File: src/design/fta_pkg.sv
`default_nettype none

package fta_pkg;

  localparam int unsigned VEC_W  = 32;
  localparam int unsigned ID_W   = 16;
  localparam int unsigned MODE_W = 2;
  localparam int unsigned STAT_W = 2;

  localparam logic [MODE_W-1:0] MODE_ADD     = 2'd0;
  localparam logic [MODE_W-1:0] MODE_COMPUTE = 2'd1;
  localparam logic [MODE_W-1:0] MODE_CLEAR   = 2'd2;

  localparam logic [STAT_W-1:0] STATUS_OK   = 2'd0;
  localparam logic [STAT_W-1:0] STATUS_FULL = 2'd1;
  localparam logic [STAT_W-1:0] STATUS_SAT  = 2'd2;

  typedef struct packed {
    logic signed [VEC_W-1:0] z;
    logic signed [VEC_W-1:0] y;
    logic signed [VEC_W-1:0] x;
  } fta_vec_t;

  typedef struct packed {
    fta_vec_t        push;
    fta_vec_t        point;
    logic [ID_W-1:0] ident;
  } fta_entry_t;

  typedef enum logic [3:0] {
    S_DIFF,
    S_MUL0,
    S_MUL1,
    S_MUL2,
    S_MUL3,
    S_MUL4,
    S_MUL5,
    S_TAIL,
    S_ACC2
  } fta_step_e;

  typedef struct packed {
    logic      clr;
    logic      run;
    fta_step_e step;
  } fta_dp_ctrl_t;

endpackage

`default_nettype wire

File: src/design/fta_datapath.sv
`default_nettype none

module fta_datapath import fta_pkg::*; #(
  parameter int unsigned FRAC_BITS = 16
) (
  input  wire logic clk_i,
  input  wire fta_dp_ctrl_t ctrl_i,
  input  wire fta_entry_t   entry_i,
  input  wire fta_vec_t     center_i,
  output fta_vec_t     force_sum_o,
  output fta_vec_t     torque_sum_o,
  output logic         sat_o
);

  localparam logic [VEC_W-1:0] MAX_V = {1'b0, {(VEC_W-1){1'b1}}};
  localparam logic [VEC_W-1:0] MIN_V = {1'b1, {(VEC_W-1){1'b0}}};

  // returns {overflow, value}
  function automatic logic [VEC_W:0] sat_add(logic signed [VEC_W-1:0] a,
                                             logic signed [VEC_W-1:0] b,
                                             logic sub);
    logic signed [VEC_W:0] s;
    s = sub ? ({a[VEC_W-1], a} - {b[VEC_W-1], b}) : ({a[VEC_W-1], a} + {b[VEC_W-1], b});
    if (s[VEC_W] != s[VEC_W-1]) begin
      return {1'b1, (s[VEC_W] ? MIN_V : MAX_V)};
    end
    return {1'b0, s[VEC_W-1:0]};
  endfunction

  function automatic logic [VEC_W:0] sat_wide(logic signed [2*VEC_W-1:0] v);
    if ((&v[2*VEC_W-1:VEC_W-1]) || !(|v[2*VEC_W-1:VEC_W-1])) begin
      return {1'b0, v[VEC_W-1:0]};
    end
    return {1'b1, (v[2*VEC_W-1] ? MIN_V : MAX_V)};
  endfunction

  fta_vec_t                d_q;
  fta_vec_t                facc_q;
  fta_vec_t                tacc_q;
  logic signed [2*VEC_W-1:0] prod_q;
  logic signed [2*VEC_W-1:0] ta_q;
  logic signed [VEC_W-1:0] tv_q;
  logic                    sat_q;

  logic signed [VEC_W-1:0]   mul_a;
  logic signed [VEC_W-1:0]   mul_b;
  logic signed [2*VEC_W-1:0] prod_sh;
  logic signed [2*VEC_W-1:0] diff;
  logic [VEC_W:0]            wide_r;
  logic [VEC_W:0]            dx_r, dy_r, dz_r;
  logic [VEC_W:0]            fx_r, fy_r, fz_r;
  logic signed [VEC_W-1:0]   acc_sel;
  logic [VEC_W:0]            acc_r;

  always_comb begin
    case (ctrl_i.step)
      S_MUL0: begin mul_a = d_q.y; mul_b = entry_i.push.z; end
      S_MUL1: begin mul_a = d_q.z; mul_b = entry_i.push.y; end
      S_MUL2: begin mul_a = d_q.z; mul_b = entry_i.push.x; end
      S_MUL3: begin mul_a = d_q.x; mul_b = entry_i.push.z; end
      S_MUL4: begin mul_a = d_q.x; mul_b = entry_i.push.y; end
      S_MUL5: begin mul_a = d_q.y; mul_b = entry_i.push.x; end
      default: begin mul_a = '0; mul_b = '0; end
    endcase
  end

  always_comb begin
    case (ctrl_i.step)
      S_MUL3:  acc_sel = tacc_q.x;
      S_MUL5:  acc_sel = tacc_q.y;
      default: acc_sel = tacc_q.z;
    endcase
  end

  assign prod_sh = prod_q >>> FRAC_BITS;
  assign diff    = ta_q - prod_sh;
  assign wide_r  = sat_wide(diff);
  assign acc_r   = sat_add(acc_sel, tv_q, 1'b0);
  assign dx_r    = sat_add(entry_i.point.x, center_i.x, 1'b1);
  assign dy_r    = sat_add(entry_i.point.y, center_i.y, 1'b1);
  assign dz_r    = sat_add(entry_i.point.z, center_i.z, 1'b1);
  assign fx_r    = sat_add(facc_q.x, entry_i.push.x, 1'b0);
  assign fy_r    = sat_add(facc_q.y, entry_i.push.y, 1'b0);
  assign fz_r    = sat_add(facc_q.z, entry_i.push.z, 1'b0);

  always_ff @(posedge clk_i) begin
    if (ctrl_i.clr) begin
      facc_q <= '0;
      tacc_q <= '0;
      sat_q  <= 1'b0;
    end else if (ctrl_i.run) begin
      prod_q <= mul_a * mul_b;
      case (ctrl_i.step)
        S_DIFF: begin
          d_q.x  <= dx_r[VEC_W-1:0];
          d_q.y  <= dy_r[VEC_W-1:0];
          d_q.z  <= dz_r[VEC_W-1:0];
          facc_q <= {fz_r[VEC_W-1:0], fy_r[VEC_W-1:0], fx_r[VEC_W-1:0]};
          sat_q  <= sat_q | dx_r[VEC_W] | dy_r[VEC_W] | dz_r[VEC_W]
                    | fx_r[VEC_W] | fy_r[VEC_W] | fz_r[VEC_W];
        end
        S_MUL1: begin
          ta_q <= prod_sh;
        end
        S_MUL2, S_MUL4, S_TAIL: begin
          tv_q  <= wide_r[VEC_W-1:0];
          sat_q <= sat_q | wide_r[VEC_W];
        end
        S_MUL3: begin
          ta_q     <= prod_sh;
          tacc_q.x <= acc_r[VEC_W-1:0];
          sat_q    <= sat_q | acc_r[VEC_W];
        end
        S_MUL5: begin
          ta_q     <= prod_sh;
          tacc_q.y <= acc_r[VEC_W-1:0];
          sat_q    <= sat_q | acc_r[VEC_W];
        end
        S_ACC2: begin
          tacc_q.z <= acc_r[VEC_W-1:0];
          sat_q    <= sat_q | acc_r[VEC_W];
        end
        default: begin
        end
      endcase
    end
  end

  assign force_sum_o  = facc_q;
  assign torque_sum_o = tacc_q;
  assign sat_o        = sat_q;

endmodule

`default_nettype wire

File: config.mk
export PLATFORM = sky130hd
export DESIGN_NAME = fta_datapath
export DESIGN_NICKNAME = d
export VERILOG_FILES = /design/src/design/fta_pkg.sv /design/src/design/fta_datapath.sv
export SDC_FILE = /design/constraint.sdc
export NUM_CORES = 2
export LEC_CHECK = 0
export ABC_AREA = 1
export BUFFER_PORTS_ARGS = -buffer_cell sky130_fd_sc_hd__buf_4
export CORE_UTILIZATION = 41
export CTS_CLUSTER_SIZE = 12
export DETAILED_ROUTE_END_ITERATION = 8
export GPL_TIMING_DRIVEN = 0
export SYNTH_ARGS = -nofsm -noshare
export SYNTH_HDL_FRONTEND = slang
export SYNTH_SLANG_ARGS = --single-unit
File: constraint.sdc
create_clock -name clk_i -period 20.8 [get_ports clk_i]
set_input_delay 4.16 -clock clk_i [delete_from_list [all_inputs] [get_ports clk_i]]
set_output_delay 4.16 -clock clk_i [all_outputs]
set_load 0.01 [all_outputs]
==> impl_metrics.yaml <==
power_and_ir_drop:
  peakVddDrop_mv: 0.162
  totalPowerFinal_w: 0.00727
  p_leak_nw: 43.2
  powerDensity_mw_per_mm2: 91.4
clock_network:
  hold_buffers: 0
  clk_path_buf_depth: 3
  insertion_delay_ns: 0.69
  root_buffer: "clkbuf_16"
  cts_sinks: 417
  htree_levels: 2
  cts_setup_buffers: 0
  cts_tree: "yes"
  postCtsResizedCells: 0
  cts.clk_slew.worst_paths_ns: 0.06
  cts_buffers: 51
synthesis:
  yosys_warnings: 0
  ys_types: 48
  yosys.area.top_type: "fa_1"
  syn-instance-count: 9645
  syn-num-nets: 11500
  syn_area_mm2: 0.0711
  synth_top_area_share: 0.307
  ys_seq_area_frac: 0.149
  synthTopCellsByArea: "fa_1 31%, nand2_1 13%, inv_1 13%"
  synth-seq-cells: 417
  syn_area_per_cell_um2: 7.37
critical_path:
  start_kind: "primary input"
  worstSetupEndpointType: "register"
  crit_family: "adder cells"
  slowest_stage: "fa_1"
  crit_arrival_ns: 15.37
  max_stage_delay_ns: 0.94
  crit_required_ns: 21.17
  path_max_fanout: 10
  crit_type: "primary input to register"
  worst-path-buf-inv: 11
placement:
  hpwlAfterDp_um: 252000
  gp_congestion: 1.03
  port_buffers: 486
  post-place-ws_ns: 5.47
timing:
  finalHoldViolations: 0
  skew_ns: 0.0774
  fin_ws_ns: 5.79
  maxSlewViolCount: 0
  fmax_ghz: 0.0666
  worst_pin_slew_ns: 1.27
  setup_viol: 0
  fin_crit_sh: 0.721
  setup_tns_ns: 0
  min_period_ns: 15.01
  rsz0062_at_grt: "no"
  slew-limit-headroom: 0.152
grt:
  grt_pass1_vias: 67000
  gr-total-overflow: 0
  grt_max_degree: 38
  antenna_found_initial: 9
  grt_pass1_wl_um: 429000
  track_usage: 0.334
die:
  fp.dieW_um: 418
  num_rows: 152
  fp.dieArea_mm2: 0.175
  start_util: 0.413
  core_mm2: 0.172
  die_h_um: 418
  io_pins: 504
routing:
  drcViolationCount: 0
  drt_wl_total_um: 293000
  drtPass1Iterations: 6
  drtAntennaViolNets: 0
  routedWlPerCell_um: 23.4
  vias_per_cell: 5.27
  vias: 66100
  first_iter_violations: 5682
layout:
  area_growth_pct: 11.9
  final_cell_mix: "2454 x nand2_1, 2370 x inv_1, 1088 x fa_1, 667 x a21oi_1, 494 x buf_4"
  final_common_cell: "nand2_1"
  nets: 12100
  drive_gt1_frac: 0.0686
  final_core_utilization: 0.463
worst_hold_path:
  min_path_type: "register to register"
status:
  run_status: "complete, no violations"
job:
  max_cap_violations: 0
==> cell families after synthesis <==
group | count (synthesis) | synth area share
AND/OR/NAND/NOR | 3483 | 0.198
XOR/XNOR | 118 | 0.0145
buffers and inverters | 2707 | 0.144
adder cells (fa/ha/maj) | 1555 | 0.389
flip-flops | 417 | 0.149
AO/OA/AOI/OAI | 1365 | 0.106
==> power by group <==
part / internal, W / leakage (nW) / switching (W)
Combinational: 0.00166 / 38.7 / 0.00351
Sequential: 0.00109 / 3.60 / 0.0000449
Clock: 0.000569 / 0.853 / 0.000393
==> cell usage after synthesis, drive strengths merged <==
| library cell | number |
|---|---|
| nor3b | 3 |
| o21bai | 41 |
| and3 | 3 |
| o21a | 59 |
| clkinv | 1 |
| nor4 | 23 |
| nand4 | 54 |
| o31ai | 18 |
| o211ai | 15 |
| o21ai | 428 |
| a2111oi | 2 |
| dfxtp | 193 |
| xor2 | 75 |
| o2111ai | 4 |
| buf | 34 |
| a31o | 2 |
| a221oi | 35 |
| a21boi | 11 |
| a21oi | 669 |
| nand3 | 360 |
| nand2 | 2460 |
| nand3b | 11 |
| nor2 | 434 |
| o221ai | 4 |
| fa | 1089 |
| or2 | 61 |
| a21o | 31 |
| xnor2 | 43 |
| and2 | 4 |
| inv | 2383 |
| a211oi | 10 |
| edfxtp | 224 |
| a31oi | 34 |
| nor3 | 70 |
| o22ai | 1 |
| ha | 466 |
| o311ai | 1 |
| clkbuf | 289 |
==> routing by layer <==
layer | part of all wire | wire length, um | GRT usage | up-vias
met5 | 0.00016 | 46 | 0 | -
met4 | 0.068 | 19800 | 0.191 | 8
met3 | 0.086 | 25200 | 0.0725 | 759
met2 | 0.45 | 132000 | 0.539 | 2978
met1 | 0.39 | 115000 | 0.413 | 31900
li1 | - | - | - | 30400
==> layout make-up <==
type                       count  area, um^2
multi-input combinational   6521       50300
clock buffer                  68        1380
buffer                       323        1270
timing repair buffer         493        3770
inverter                    2384        8950
sequential                   417       10600
clock inverter                25         374
fill                       17700       92400
antenna                        2        5.00
tap                         2310        2890
==> flip-flops by register name, summed over array words and instances (netlist names) <==
| name | count |
|---|---|
| force_sum_o | 96 |
| ta_q | 48 |
| prod_q | 48 |
| tv_q | 32 |
| sat_o | 1 |
| d_q | 96 |
| torque_sum_o | 96 |
==> per-stage QoR <==
step | area (um^2) | instances | hold slack [ns]
finish | 79500 | 12500 | 0.392
global route | 79500 | 12500 | 0.402
CTS | 79500 | 12500 | 0.392
detailed placement | 77800 | 12400 | 0.434
global placement | 77600 | 12400 | 0.435
floorplan | 71100 | 9645 | 0.426
==> final timing paths <==
check | endpoint | from | depth (start not counted) | slack (ns)
max | prod_q[61] | ctrl_i[2] | 35 | 5.79
min | ta_q[11] | prod_q[27] | 0 | 0.39
max reg2reg | prod_q[61] | d_q[31] | 28 | 10.71
min reg2reg | ta_q[11] | prod_q[27] | 0 | 0.39
==> worst register-to-register path: cells and delay by family (launching register included) <==
family / cells / cell delay (ns)
simple gates: 7 / 1.25
compound gates: 4 / 1.22
fa+ha+maj: 9 / 4.98
buf+inv: 8 / 2.01
flops: 1 / 0.35
(Power assumes the default switching activity.)
